$ cat config.mk
export PLATFORM = sky130hd
export DESIGN_NAME = versatile_interface_adapter_timers
export DESIGN_NICKNAME = d
export VERILOG_FILES = /design/src/hw/rtl/viat_pkg.sv /design/src/hw/rtl/viat_core.sv /design/src/hw/rtl/versatile_interface_adapter_timers.sv
export SDC_FILE = /design/constraint.sdc
export NUM_CORES = 1
export LEC_CHECK = 0
export BUFFER_PORTS_ARGS = -buffer_cell sky130_fd_sc_hd__buf_2
export CORE_MARGIN = 4
export CORE_UTILIZATION = 30
export DETAILED_ROUTE_END_ITERATION = 6
export PLACE_DENSITY = 0.54
export SLEW_MARGIN = 20
export SYNTH_ARGS = -nofsm -noshare
export SYNTH_HDL_FRONTEND = slang
export SYNTH_SLANG_ARGS = --single-unit
$ cat constraint.sdc
create_clock -name clk -period 3.3 [get_ports clk]
set_clock_uncertainty 0.2 [all_clocks]
set_input_delay 0.33 -clock clk [delete_from_list [all_inputs] [get_ports clk]]
set_output_delay 0.33 -clock clk [all_outputs]
set_load 0.1 [all_outputs]
$ cat src/hw/rtl/viat_pkg.sv
// Types and constants for the interface adapter with timers.
// No dependencies; imported by the core and the top level.
`timescale 1ns / 1ps
`default_nettype none

package viat_pkg;

	typedef enum logic [1:0] {
		CMD_READ  = 2'd0,
		CMD_WRITE = 2'd1,
		CMD_TICK  = 2'd2
	} cmd_t;

	// register numbers
	localparam logic [3:0] REG_PORT_B  = 4'd0;
	localparam logic [3:0] REG_DIR_B   = 4'd2;
	localparam logic [3:0] REG_DIR_A   = 4'd3;
	localparam logic [3:0] REG_T1_CL   = 4'd4;
	localparam logic [3:0] REG_T1_CH   = 4'd5;
	localparam logic [3:0] REG_T1_LL   = 4'd6;
	localparam logic [3:0] REG_T1_LH   = 4'd7;
	localparam logic [3:0] REG_T2_L    = 4'd8;
	localparam logic [3:0] REG_T2_H    = 4'd9;
	localparam logic [3:0] REG_SHIFT   = 4'd10;
	localparam logic [3:0] REG_AUX     = 4'd11;
	localparam logic [3:0] REG_PERIPH  = 4'd12;
	localparam logic [3:0] REG_FLAGS   = 4'd13;
	localparam logic [3:0] REG_ENABLES = 4'd14;
	localparam logic [3:0] REG_PORT_A  = 4'd15;

	// interrupt flag groups
	localparam logic [6:0] FLAG_CA = 7'b0000011;
	localparam logic [6:0] FLAG_SR = 7'b0000100;
	localparam logic [6:0] FLAG_CB = 7'b0011000;
	localparam logic [6:0] FLAG_T2 = 7'b0100000;
	localparam logic [6:0] FLAG_T1 = 7'b1000000;

	localparam logic [7:0] PB_OUT_MASK  = 8'b00111000;
	localparam logic [7:0] PB_FIXED_ONE = 8'b00001000;
	localparam logic [7:0] PA_READ_MASK = 8'b11101111;
	localparam logic [7:0] READ_TOP_BIT = 8'b10000000;

	typedef struct packed {
		logic [2:0] clock_chip_in;
		logic       hblank_in;
		logic       sound_on_in;
		logic [7:0] port_a_in;
		logic [7:0] wdata;
		logic [3:0] reg_index;
		cmd_t       cmd;
	} item_t;

	typedef struct packed {
		logic [2:0] clock_chip_out;
		logic       head_select;
		logic       overlay_sel;
		logic       sound_level;
		logic       irq;
		logic [7:0] rdata;
	} result_t;

endpackage

`default_nettype wire

$ cat src/hw/rtl/viat_core.sv
// Register file, port logic and timers of the interface adapter.
// Depends on viat_pkg. One request is applied per cycle when step is high.
`timescale 1ns / 1ps
`default_nettype none

module viat_core (
	input  wire logic             clk,
	input  wire logic             arst_n,
	input  wire logic             step,
	input  wire viat_pkg::item_t  item,
	output viat_pkg::result_t     res
);
	import viat_pkg::*;

	logic [6:0]  flags_q, enables_q;
	logic [7:0]  dir_a_q, dir_b_q, out_a_q, out_b_q;
	logic [15:0] t1_latch_q, t1_count_q, t2_latch_q, t2_count_q;
	logic        t1_run_q, t2_run_q;
	logic [7:0]  shift_q, aux_q, periph_q;
	logic        sound_q, overlay_q;

	logic [6:0]  flags_d, enables_d;
	logic [7:0]  dir_a_d, dir_b_d, out_a_d, out_b_d;
	logic [15:0] t1_latch_d, t1_count_d, t2_latch_d, t2_count_d;
	logic        t1_run_d, t2_run_d;
	logic [7:0]  shift_d, aux_d, periph_d;
	logic        sound_d, overlay_d;
	logic [7:0]  rd;
	logic [7:0]  pb_pins;
	logic [7:0]  eff_a;

	assign pb_pins = {item.sound_on_in, item.hblank_in, 3'b000, item.clock_chip_in};

	always_comb begin
		flags_d    = flags_q;
		enables_d  = enables_q;
		dir_a_d    = dir_a_q;
		dir_b_d    = dir_b_q;
		out_a_d    = out_a_q;
		out_b_d    = out_b_q;
		t1_latch_d = t1_latch_q;
		t1_count_d = t1_count_q;
		t2_latch_d = t2_latch_q;
		t2_count_d = t2_count_q;
		t1_run_d   = t1_run_q;
		t2_run_d   = t2_run_q;
		shift_d    = shift_q;
		aux_d      = aux_q;
		periph_d   = periph_q;
		sound_d    = sound_q;
		overlay_d  = overlay_q;
		rd         = '0;

		case (item.cmd)
			CMD_READ: begin
				case (item.reg_index)
					REG_PORT_B: begin
						flags_d = flags_q & ~FLAG_CB;
						rd = (pb_pins & ~dir_b_q) | (out_b_q & PB_OUT_MASK) | PB_FIXED_ONE
							| (out_b_q & dir_b_q);
					end
					REG_DIR_B: rd = dir_b_q;
					REG_DIR_A: rd = dir_a_q;
					REG_T1_CL: begin
						flags_d = flags_q & ~FLAG_T1;
						rd = t1_count_q[7:0];
					end
					REG_T1_CH: rd = t1_count_q[15:8];
					REG_T1_LL: rd = t1_latch_q[7:0];
					REG_T1_LH: rd = t1_latch_q[15:8];
					REG_T2_L: begin
						flags_d = flags_q & ~FLAG_T2;
						rd = t2_count_q[7:0];
					end
					REG_T2_H: rd = t2_count_q[15:8];
					REG_SHIFT: begin
						flags_d = flags_q & ~FLAG_SR;
						rd = shift_q;
					end
					REG_AUX:     rd = aux_q;
					REG_PERIPH:  rd = periph_q;
					REG_FLAGS:   rd = {|flags_q, flags_q};
					REG_ENABLES: rd = {1'b1, enables_q};
					REG_PORT_A: begin
						flags_d = flags_q & ~FLAG_CA;
						rd = (out_a_q & PA_READ_MASK) | {3'b000, overlay_q, 4'b0000}
							| READ_TOP_BIT;
					end
					default: rd = '0;
				endcase
			end
			CMD_WRITE: begin
				case (item.reg_index)
					REG_PORT_B: begin
						flags_d = flags_q & ~FLAG_CB;
						out_b_d = item.wdata;
						sound_d = item.wdata[7] & dir_b_q[7];
					end
					REG_DIR_B: begin
						dir_b_d = item.wdata;
						sound_d = out_b_q[7] & item.wdata[7];
					end
					REG_DIR_A: begin
						dir_a_d = item.wdata;
						overlay_d = item.wdata[4] ? out_a_q[4] : item.port_a_in[4];
					end
					REG_T1_CL, REG_T1_LL: t1_latch_d = {t1_latch_q[15:8], item.wdata};
					REG_T1_CH: begin
						flags_d = flags_q & ~FLAG_T1;
						t1_latch_d = {item.wdata, t1_latch_q[7:0]};
						t1_count_d = {item.wdata, t1_latch_q[7:0]};
						t1_run_d = 1'b1;
						// timer 1 owns PB7: drop the level on reload
						if (aux_q[7] & dir_b_q[7]) begin
							sound_d = 1'b0;
						end
					end
					REG_T1_LH: t1_latch_d = {item.wdata, t1_latch_q[7:0]};
					REG_T2_L:  t2_latch_d = {t2_latch_q[15:8], item.wdata};
					REG_T2_H: begin
						flags_d = flags_q & ~FLAG_T2;
						t2_latch_d = {item.wdata, t2_latch_q[7:0]};
						t2_count_d = {item.wdata, t2_latch_q[7:0]};
						t2_run_d = 1'b1;
					end
					REG_SHIFT: begin
						flags_d = flags_q & ~FLAG_SR;
						shift_d = item.wdata;
					end
					REG_AUX:    aux_d = item.wdata;
					REG_PERIPH: periph_d = item.wdata;
					REG_FLAGS:  flags_d = flags_q & ~item.wdata[6:0];
					REG_ENABLES: begin
						if (item.wdata[7]) begin
							enables_d = enables_q | item.wdata[6:0];
						end else begin
							enables_d = enables_q & ~item.wdata[6:0];
						end
					end
					REG_PORT_A: begin
						flags_d = flags_q & ~FLAG_CA;
						out_a_d = item.wdata;
						overlay_d = dir_a_q[4] ? item.wdata[4] : item.port_a_in[4];
					end
					default: ;
				endcase
			end
			CMD_TICK: begin
				if (t1_run_q) begin
					if (t1_count_q == '0) begin
						if (aux_q[7] & dir_b_q[7]) begin
							sound_d = 1'b1;
						end
						flags_d = flags_d | FLAG_T1;
						// free-running reloads from the latch, one-shot stops
						if (aux_q[6]) begin
							t1_count_d = t1_latch_q;
						end else begin
							t1_run_d = 1'b0;
						end
					end else begin
						t1_count_d = t1_count_q - 16'd1;
					end
				end
				if (t2_run_q && t2_count_q == '0) begin
					flags_d = flags_d | FLAG_T2;
					t2_run_d = 1'b0;
				end
				t2_count_d = t2_count_q - 16'd1;
			end
			default: ;
		endcase
	end

	assign eff_a = (out_a_d & dir_a_d) | (item.port_a_in & ~dir_a_d);

	always_comb begin
		res.rdata          = rd;
		res.irq            = |(flags_d & enables_d);
		res.sound_level    = sound_d;
		res.overlay_sel    = overlay_d;
		res.head_select    = eff_a[5];
		res.clock_chip_out = out_b_d[2:0] & dir_b_d[2:0];
	end

	always_ff @(posedge clk or negedge arst_n) begin
		if (!arst_n) begin
			flags_q    <= '0;
			enables_q  <= '0;
			dir_a_q    <= '0;
			dir_b_q    <= '0;
			out_a_q    <= '0;
			out_b_q    <= '0;
			t1_latch_q <= '0;
			t1_count_q <= '0;
			t2_latch_q <= '0;
			t2_count_q <= '0;
			t1_run_q   <= 1'b0;
			t2_run_q   <= 1'b0;
			shift_q    <= '0;
			aux_q      <= '0;
			periph_q   <= '0;
			sound_q    <= 1'b0;
			overlay_q  <= 1'b0;
		end else if (step) begin
			flags_q    <= flags_d;
			enables_q  <= enables_d;
			dir_a_q    <= dir_a_d;
			dir_b_q    <= dir_b_d;
			out_a_q    <= out_a_d;
			out_b_q    <= out_b_d;
			t1_latch_q <= t1_latch_d;
			t1_count_q <= t1_count_d;
			t2_latch_q <= t2_latch_d;
			t2_count_q <= t2_count_d;
			t1_run_q   <= t1_run_d;
			t2_run_q   <= t2_run_d;
			shift_q    <= shift_d;
			aux_q      <= aux_d;
			periph_q   <= periph_d;
			sound_q    <= sound_d;
			overlay_q  <= overlay_d;
		end
	end

endmodule

`default_nettype wire

$ cat src/hw/rtl/versatile_interface_adapter_timers.sv
// Top level of the interface adapter with timers: stream ports, input and result registers.
// Depends on viat_pkg and viat_core.
`timescale 1ns / 1ps
`default_nettype none

// Each request (read, write or timer tick) is taken into an input register, applied to
// the register file when the output side can advance, and its result shown from a result
// register loaded in that same step. One request is taken every clock while the output is
// not stalled; the single register-file update stage sets that figure. While a result waits on m_tready
// the input register still takes one more request.
module versatile_interface_adapter_timers (
	input  wire logic        clk,
	input  wire logic        arst_n,
	input  wire logic        s_tvalid,
	output      logic        s_tready,
	// [3:0] reg_index, [11:4] wdata, [19:12] port_a_in, [20] sound_on_in,
	// [21] hblank_in, [24:22] clock_chip_in, [31:25] zero
	input  wire logic [31:0] s_tdata,
	// [1:0] cmd
	input  wire logic [1:0]  s_tuser,
	output      logic        m_tvalid,
	input  wire logic        m_tready,
	// [7:0] rdata, [8] irq, [9] sound_level, [10] overlay_sel, [11] head_select,
	// [14:12] clock_chip_out, [15] zero
	output      logic [15:0] m_tdata
);
	import viat_pkg::*;

	logic    valid_s1;
	item_t   item_s1;
	logic    out_valid_q;
	result_t res_q;
	result_t res;
	logic    advance;
	logic    step;

	assign advance  = !out_valid_q || m_tready;
	assign s_tready = !valid_s1 || advance;
	assign step     = valid_s1 && advance;

	always_ff @(posedge clk or negedge arst_n) begin
		if (!arst_n) begin
			valid_s1    <= 1'b0;
			out_valid_q <= 1'b0;
		end else begin
			if (s_tready) begin
				valid_s1 <= s_tvalid;
			end
			if (advance) begin
				out_valid_q <= valid_s1;
			end
		end
	end

	always_ff @(posedge clk) begin
		if (s_tready && s_tvalid) begin
			item_s1.cmd           <= cmd_t'(s_tuser);
			item_s1.reg_index     <= s_tdata[3:0];
			item_s1.wdata         <= s_tdata[11:4];
			item_s1.port_a_in     <= s_tdata[19:12];
			item_s1.sound_on_in   <= s_tdata[20];
			item_s1.hblank_in     <= s_tdata[21];
			item_s1.clock_chip_in <= s_tdata[24:22];
		end
		if (step) begin
			res_q <= res;
		end
	end

	viat_core u_core (
		.clk    (clk),
		.arst_n (arst_n),
		.step   (step),
		.item   (item_s1),
		.res    (res)
	);

	assign m_tvalid = out_valid_q;
	assign m_tdata  = {1'b0, res_q};

endmodule

`default_nettype wire

==> results of run 1 <==
[per-layer routing]
metal | share of wire | track usage | wire length, microns
met1 | 0.44 | 0.2580 | 13410
met2 | 0.45 | 0.2790 | 13500
met3 | 0.079 | 0.04683 | 2386
met4 | 0.031 | 0.06836 | 947
met5 | 0 | 0 | 0
[worst min-delay path, delay by kind of cell]
| kind | cells | cell delay [ns] |
|---|---|---|
| buf+inv | 1 | 0.08 |
| simple gates | 2 | 0.19 |
[area by class of cell]
class	instances	area (sq um)	share of cell area
Multi-Input combinational cell	599	4243	0.3996
Sequential cell	166	4334	0.4083
Clock inverter	14	140.1	0.01320
Tap cell	384	480.5	0.04526
Timing Repair Buffer	117	877.1	0.08262
Inverter	30	112.6	0.01061
Clock buffer	18	429.2	0.04042
[synth_stat cells, types with 6 or more instances]
cell type	n	share of area
a221oi_1	6	0.0059
clkbuf_1	46	0.019
o221ai_1	7	0.0069
buf_1	8	0.0034
edfxtp_1	36	0.12
a21oi_1	38	0.021
nor2_1	40	0.017
mux2_2	86	0.11
a32oi_1	10	0.0098
o21ai_0	56	0.031
dfrtp_1	130	0.36
a22oi_1	15	0.013
nand3_1	28	0.016
nand2b_1	12	0.0084
nor3_1	20	0.011
and3_1	8	0.0056
nand2_1	74	0.031
a31oi_1	11	0.0077
nor4_1	7	0.0049
o211ai_1	11	0.0093
o2bb2ai_1	10	0.0098
nor2b_1	9	0.0063
o22ai_1	11	0.0077
or3_1	7	0.0049
inv_1	29	0.012
mux2i_1	23	0.026
a22o_1	10	0.0098
ha_1	7	0.0098
[stage by stage]
step           std cells    util
2_1_floorplan        853       -
3_3_place_gp        1273  0.3384
3_5_place_dp        1273  0.3384
4_1_cts             1328  0.3659
5_1_grt             1328  0.3659
6_report            1328  0.3659
[where the power goes]
part / total [mW] / switching [mW] / internal [mW]
Sequential: 2.86 / 0.407 / 2.45
Clock: 1.99 / 0.926 / 1.06
Combinational: 1.59 / 0.959 / 0.636
Total: 6.44 / 2.29 / 4.15
[kinds of logic (layout without fill, tap and decap cells)]
| logic type | after synthesis | after routing | synth area share |
|---|---|---|---|
| and+or+nand+nor | 240 | 240 | 0.1380 |
| AOI/OAI and AO/OA | 238 | 238 | 0.1842 |
| DFF | 166 | 166 | 0.4860 |
| muxes | 112 | 112 | 0.1420 |
| buffers and inverters | 88 | 179 | 0.03858 |
| adders and majority gates | 7 | 7 | 0.009820 |
| other | 1 | 1 | 0.0004205 |
| xor gates and xnor gates | 1 | 1 | 0.0009822 |
[registers in the layout, indices dropped and copies added (netlist names), named ones only]
register and cells:
valid_s1 1, u_core.out_a_q 2, u_core.aux_q 8, u_core.periph_q 8
u_core.t2_run_q 1, m_tvalid 1, item_s1 21, m_tdata 15
u_core.t2_latch_q 8, u_core.sound_q 1, u_core.enables_q 7, u_core.t1_run_q 1
u_core.flags_q 7, u_core.t2_count_q 16, u_core.dir_b_q 8, u_core.dir_a_q 3
u_core.t1_latch_q 16, u_core.t1_count_q 16, u_core.overlay_q 1, u_core.shift_q 8
u_core.out_b_q 7
[timing repair]
item	in CTS	in global routing
gates resized for setup	0	0
hold buffers	23	0
hold endpoints to repair	81	0
[final timing paths]
path                                 startpoint                    endpoint  slack [ns]
max in group asynchronous                arst_n  asynchronous set/reset pin        1.82
max reg2reg                u_core.t1_count_q[0]       u_core.t1_count_q[11]        0.32
max                        u_core.t1_count_q[0]       u_core.t1_count_q[11]        0.32
min                                    m_tready                    valid_s1        0.02
min reg2reg                  u_core.periph_q[2]          u_core.periph_q[2]        0.29
min in group asynchronous                arst_n        u_core.t1_count_q[9]        0.25
==> results.md, run 1 <==
* Port bufs at just over 40
* Async set-reset flop share out of synthesis at 0.7831
* DRC viols at 0
* CP peak stage delay at 0.65 ns
* Leak pwr at 4.354 nW
* Worst hold path type: in -> reg
* Fin crit share at 0.9044
* Commonest non-fill, non-tap cell in the layout: dfrtp_1
* Yosys warning count at 0
* CP max FO at 10
* Max-cap violations at 0
* Tmin final at 2.984 ns
* Final Instance Area at roughly 11000 sq um
* #FFs+latches synth at 166
* FP Rows at 62
* Final setup violation count at 0
* Worst Max-Slew Pin Slew at 1.032 ns
* Status: finished, final reports clean
* Via count at 7560
* Cell family with most CP delay: simple AND/OR/NAND/NOR gates
* CP Depth at 7
* Post-CTS setup buffer count at 0
* ANT cells at 0
* Sequential share of the synthesized area at 0.4860
* WS Path Type: reg -> reg
* Yosys cell types at 80
* Max VDD drop at about 0.40 mV
* DIE WIDTH at about 180 microns
* Critical path, cell by cell: inv_1 -> ha_1 -> or3b_1 -> or4b_4 -> o21ai_2 -> o221ai_1 -> a22o_1
* Max-slew violation count at 0
* Largest net degree at the start of global routing at 72
* Commonest non-fill, non-tap cells in the layout: dfrtp_1, mux2_2, nand2_1
* Post-Syn Area at 8919 sq um
* Vias per cell at 5.693
* PwrDens at just over 600 nW/um^2
* Fill cell count at 2992
* Vias in the first global route at 7277
* Path depth of the worst reg2reg path at 7
* CP startpoint kind: flip-flop
* Grt total ovfl at 0
* Clock transition at the registers of the reported paths at approximately 0.07 ns
* CTS tree: done
* I/O pin total at 56
* Pre-CTS WS at 0.3578 ns
* Die H at 180.4 microns
* Worst Path Arrival at 3.12 ns
* Worst path bufs/invs at 1
* First-pass GRT wire length at ~46 mm
* RSZ-0062 raised after global routing: false
* Routed wire length at 30.25 mm
* DP Wirelength at 20.88 mm
* Total die area at 32550 sq um
* EDFF count, synth at 36
* Synth Flop Type: dfrtp_1
* Slowest CP cell: or4b_4
* Setup ws final at 0.3156 ns
* Syn avg cell area at 10.46 sq um
* Iteration-0 DRC Markers at approximately 790
* Core area at 29010 sq um
* Fmax at 335.1 MHz
* Starting density of the core at 0.3074
* Hold path depth at 3
* Htree depth at 4
* Slew headroom at 0.3122
* Post-DRT Antenna Nets at 0
* CP Data Required Time at 3.43 ns
* Power Total at 6.439 mW
* Post-Syn Instances at approximately 850
* Wire per inst at 22.77 microns
* Clock sink total at between 150 and 200
* Global placement routability congestion at 0.9357
* Setup crit end kind: flip-flop
* Net Count, Synth at about 900
* Fin Hold WS at ~0.018 ns
* Dpl cell area at 9817 sq um
* Final net count at 976
* Setup tns final at 0 ns
* DR pass1 iterations at 5
* Final Hold Viols at 0
* Clock root cell: clkbuf_16
* Gr usage total at 0.1851
* Clock buffer count from CTS at 17
* Share of cells above drive strength 1 at 0.2415
* Antenna violations before repair at 0
* Clock buffer depth at 2
* Worst-Skew Late Latency at 0.44 ns
* Area grow syn2layout at 19.04%
Note: power is estimated with default switching activity, not from simulation.
==> inputs of run 2 (changes only) <==
- CORE_ASPECT_RATIO: default -> 2
- SYNTH_HIERARCHICAL: default -> 1
==> run 2 against run 1 <==
Sequential share of layout area shrank 0.74 points. First-iteration DRC count shrank 22%. Die area grew 2.4%. Via count grew 5.1%. Routed wire length grew 13%. Worst hold slack gained 0.19 ns. Setup slack lost 0.081 ns. Count of clock-buffer cells in the layout grew 2. Critical endpoint is now u_core/t1_count_q[11]. Largest cell class unchanged. Largest power group unchanged. Highest routed layer unchanged.
==> results.md, run 2 <==
* ANT cells at 0
* Slowest CP cell: or4_4
* Vias in the first global route at between 7k and 8k
* Global placement routability congestion at 0.9839
* CP max FO at 15
* Area grow syn2layout at 18.92%
* I/O pin total at 56
* Top reg by flops: item_s1
* Wire per inst at 25.35 microns
* Clock buffer count from CTS at 17
* WS Path Type: reg -> reg
* Power Total at around 6.6 mW
* Status: finished, final reports clean
* Max-slew violation count at 0
* Power Internal at 4.271 mW
* FP Rows at 89
* Fin crit share at 0.9290
* Worst hold path type: in -> async
* RSZ-0062 raised after global routing: false
* Switching share of power at 0.3513
* Final net count at 1016
* Via count at 7944
* Vias per cell at 5.893
* PwrDens at slightly above 600 nW/um^2
* Leak pwr at 4.460 nW
* Setup ws final at 0.2344 ns
* Post-Syn Area at 9092 sq um
* Worst Path Arrival at around 3.2 ns
* Htree depth at 4
* Slew headroom at 0.2600
* Clock buffer depth at 2
* Syn avg cell area at 10.16 sq um
* Total die area at 33330 sq um
* CP peak stage delay at between 0.6 and 0.7 ns
* R2R Setup Slk at 0.23 ns
* Clock root cell: clkbuf_16
* Share of cells above drive strength 1 at 0.2327
* Setup tns final at 0 ns
* Final setup violation count at 0
* CTS tree: done
* Iteration-0 DRC Markers at 617
* Clock power frac at 0.312
* DRC viols at 0
* DP Wirelength at approximately 25 mm
* Tmin final at 3.066 ns
* Worst-Skew Late Latency at approximately 0.44 ns
* Clock sink total at 166
* Commonest non-fill, non-tap cells in the layout: dfrtp_1, nand2_1, mux2_2
* CP startpoint kind: flip-flop
* Core area at between 20000 and 30000 sq um
* Post-Syn Instances at 895
* Starting density of the core at 0.3058
* DIE WIDTH at 131.1 microns
* Routed wire length at about 34 mm
* Antenna violations before repair at 0
* Max VDD drop at ~0.29 mV
* NetSw at 2.313 mW
* Die H at 254.2 microns
* Clock transition at the registers of the reported paths at 0.07 ns
* Pre-CTS WS at 0.2558 ns
* Net Count, Synth at 940
* Final Hold Viols at 0
* Post-DRT Antenna Nets at 0
* Max-cap violations at 0
* Grt total ovfl at 0
* Yosys warning count at 6
* Combinational fraction of design power at 0.239
* Port bufs at 41
* Largest net degree at the start of global routing at 58
* Critical path, cell by cell: inv_1 -> ha_1 -> or3b_1 -> or4_4 -> o31ai_4 -> buf_4 -> a21oi_4 -> mux2_1
* Reg power frac at 0.449
* Setup crit end kind: flip-flop
* Commonest non-fill, non-tap cell in the layout: dfrtp_1
* CP Data Required Time at 3.42 ns
* First-pass GRT wire length at 50.43 mm
* Max reg flops at 21
* Post_cts resized at 0
* Post-CTS setup buffer count at 0
* Gr usage total at 0.2031
* DR pass1 iterations at 6
* Worst Max-Slew Pin Slew at 1.095 ns
* Fmax at 326.2 MHz
run 2: changes by cell type in the layout (fill, tap and decap cells not counted), sizes merged, moves of 6 or more:
| cell | before | now |
|---|---|---|
| nand4 | 4 | 14 |
| o2bb2ai | 10 | 1 |
| a211oi | 1 | 10 |
| o22ai | 11 | 21 |
| and2 | 1 | 7 |
| a221oi | 6 | 16 |
| buf | 94 | 106 |
| o211ai | 11 | 4 |
| nor4 | 7 | 13 |
| mux2 | 86 | 74 |
| o31ai | 2 | 8 |
| o221ai | 7 | 1 |
run 2: routing by layer:
layer,track usage,wire length [microns]
met5,0,0
met1,0.2024,11690
met3,0.02724,1382
met2,0.3766,18070
met4,0.1643,3030
run 2: through the flow:
stage	utilization	instance area, sq um	hold slack (ns)	instances
6_report	0.3637	10810	0.2077	1348
5_1_grt	0.3637	10810	0.2700	1348
4_1_cts	0.3637	10810	0.2076	1348
3_5_place_dp	0.3354	9972	0.1194	1291
3_3_place_gp	0.3354	9972	0.1160	1291
2_1_floorplan	-	9092	-0.1656	895
run 2: final timing paths:
kind	start	to	cells past startpoint
max	u_core/t1_count_q[0]	u_core/t1_count_q[11]	8
min	arst_n	m_tvalid	2
max reg2reg	u_core/t1_count_q[0]	u_core/t1_count_q[11]	8
min reg2reg	u_core/periph_q[4]	u_core/periph_q[4]	2
max in group asynchronous	arst_n	u_core/t1_latch_q[11]	3
min in group clk	u_core/periph_q[4]	u_core/periph_q[4]	2
run 2: cell type report:
| type | instances | area (sq um) |
|---|---|---|
| flip-flops and latches | 166 | 4334 |
| well taps | 364 | 455.4 |
| inverters | 35 | 131.4 |
| clock inverters | 12 | 153.9 |
| clock buffers | 20 | 436.7 |
| multi-input cells | 620 | 4314 |
| repair buffers | 131 | 987.2 |
| fillers | 2949 | 18920 |
run 2: power by group through the flow:
stage	registers (mW)	clock network, mW	logic, mW
final	2.96	2.05	1.58
after global routing	2.98	2.17	1.71
after CTS	2.94	2.10	1.56
after detailed placement	2.98	0	1.53
after global placement	2.97	0	1.51
after floorplan	2.83	0	1.03
run 2: timing repair:
action                                  CTS  global route
endpoints found under the setup margin    0             0
hold endpoints to repair                 70             0
hold buffers                             25             0
run 2: worst max-delay path, delay by kind of cell (launching register included):
kind / cells / cell delay, ns
AOI/OAI and AO/OA: 2 / 0.38
muxes: 1 / 0.33
buffers and inverters: 2 / 0.36
DFF: 1 / 0.47
adders and majority gates: 1 / 0.19
and+or+nand+nor: 2 / 0.99
==> inputs of run 3 (changes only) <==
- ABC_AREA: default -> 1
==> run 3 against run 2 <==
First-iteration DRC count decreased by 21%. Non-clock buffer count decreased by 45. Clock power is 2% lower. Routed wire length down 8.0%. Utilization decreased by 0.78 points. Sequential power is 6% lower.
==> results.md, run 3 <==
* Worst hold path type: reg -> reg
* Final Instance Area at roughly 10000 sq um
* Cell family with most CP delay: simple AND/OR/NAND/NOR gates
* Iteration-0 DRC Markers at 486
* Commonest non-fill, non-tap cells in the layout: nand2_1, o21ai_0, dfrtp_1
* M1 WL at 10.85 mm
* I/O pin total at 56
* Worst path bufs/invs at 2
* Htree depth at 4
* Dpl cells at 1437
* Gr usage total at 0.2041
* CP startpoint kind: flip-flop
* Die H at 246.6 microns
* Post-DRT Antenna Nets at 0
* Area grow syn2layout at 17.48%
* Vias in the first global route at 7867
* DP Wirelength at 23.97 mm
* Routed wire length at 31.43 mm
* Setup crit end kind: flip-flop
* CP Data Required Time at 3.43 ns
* Pre-CTS WS at 0.4043 ns
* Total die area at 31390 sq um
* Top sig layer: met4
* Worst Max-Slew Pin Slew at 1.026 ns
* Final net count at about 1.2k
* PwrDens at 628.7 nW/um^2
* DRC viols at 0
* Grt total ovfl at 0
* Reg power frac at 0.442
* Max-cap violations at 0
* DR pass1 iterations at 5
* Clock power frac at 0.319
* Status: finished, final reports clean
* Vias per cell at 5.193
* Largest net degree at the start of global routing at 99
* Port bufs at 41
* Max reg flops at 21
* Slew headroom at 0.3150
* Worst-Skew Late Latency at roughly 0.45 ns
* CP peak stage delay at 0.73 ns
* Clock buffer depth at 2
* Tmin final at 2.947 ns
* Post_cts resized at 0
* FP Rows at 87
* Met3 WL post-DR at 900 microns
* Core area at 28190 sq um
* Starting density of the core at 0.3029
* DIE WIDTH at 127.3 microns
* Area occupied by registers at ~4300 sq um
* Net Count, Synth at 1099
* CTS tree: done
* Dpl cell area at 9201 sq um
* Top reg by flops: item_s1
* Combinational fraction of design power at 0.239
* First-pass GRT wire length at 47.27 mm
* Syn avg cell area at 8.102 sq um
* WS Path Type: reg -> reg
* Clock sink total at about 170
* Fin Hold WS at about 0.29 ns
* Leak pwr at 4.498 nW
* Slowest CP cell: nor2_2
* NetSw at 2.349 mW
* Area of the multi-input gates at around 3600 sq um
* Clock transition at the registers of the reported paths at 0.07 ns
* Global placement routability congestion at 0.9700
* RSZ-0062 raised after global routing: false
* Fill cell count at between 2k and 3k
* Clock root cell: clkbuf_16
* CP dominant cell by count: inv_2
* Post-Syn Area at 8539 sq um
* Max-slew violation count at 0
* Antenna violations before repair at 0
* ANT cells at 0
* Post-Syn Instances at 1054
* CP max FO at 23
* Clock buffer count from CTS at 17
* Via count at 7758
* Power Internal at 3.958 mW
* Non-Filler Instances at 1494
* Setup tns final at 0 ns
* Setup ws final at approximately 0.35 ns
* Fmax at 339.3 MHz
* Final setup violation count at 0
* Max VDD drop at about 0.41 mV
* Switching share of power at 0.3725
* Final Hold Viols at 0
* Worst Path Arrival at 3.08 ns
* Critical path, cell by cell: inv_2 -> nand2_2 -> nor2_4 -> nor2_1 -> nor2_2 -> inv_2 -> a21oi_1 -> mux2_1
* Yosys warning count at 6
* Fin crit share at 0.8930
* Share of cells above drive strength 1 at 0.1107
* Metal2 WL at 16.73 mm
* Wire per inst at approximately 21 microns
* Commonest non-fill, non-tap cell in the layout: nand2_1
==> run 3: cell type report <==
cell class,count,share of cell area
Clock buffer,18,0.04490
Clock inverter,14,0.01297
Inverter,110,0.04116
Multi-Input combinational cell,744,0.3636
Sequential cell,166,0.4320
Tap cell,356,0.04440
Timing Repair Buffer,86,0.06099
==> run 3: worst paths after layout <==
check | slack, ns | endpoint | depth (start not counted) | start
worst max-delay path | 0.35 | u_core/t2_count_q[4] | 8 | item_s1[3]
worst min-delay path | 0.29 | flip-flop | 2 | flip-flop
worst max register to register | 0.35 | u_core/t2_count_q[4] | 8 | item_s1[3]
worst min register to register | 0.29 | flip-flop | 2 | flip-flop
max in group asynchronous | 1.63 | u_core/flags_q[3] | 3 | arst_n
min in group asynchronous | 0.34 | u_core/out_b_q[1] | 2 | arst_n
==> run 3: metal layers <==
metal  up-vias  global-route usage
li1       3681                   -
met1      3767              0.1953
met2       197              0.3758
met3       113             0.02907
met4         0              0.1690
met5         -                   0
==> run 3: through the flow <==
| step | power [mW] | utilization |
|---|---|---|
| after detailed placement | 4.292 | 0.3264 |
| after global placement | 4.267 | 0.3264 |
| after global routing | 6.640 | 0.3558 |
| final | 6.307 | 0.3558 |
| after floorplan | 3.758 | - |
| after CTS | 6.338 | 0.3558 |
==> run 3: power groups by stage <==
stage	clock network [mW]	registers (mW)	logic, mW
3_3_place_gp	0	2.81	1.46
4_1_cts	2.05	2.78	1.50
2_1_floorplan	0	2.85	0.912
5_1_grt	2.14	2.83	1.68
3_5_place_dp	0	2.82	1.47
6_report	2.01	2.79	1.51
==> run 3: repair_timing <==
item | CTS | global route
hold buffers | 25 | 0
setup buffers | 0 | 0
hold endpoints to repair | 119 | 0
==> run 3: worst min-delay path, cell delays in order, from the launching register on <==
cell,delay [ns]
dfrtp_1,0.35
nand2_1,0.05
o21ai_0,0.06
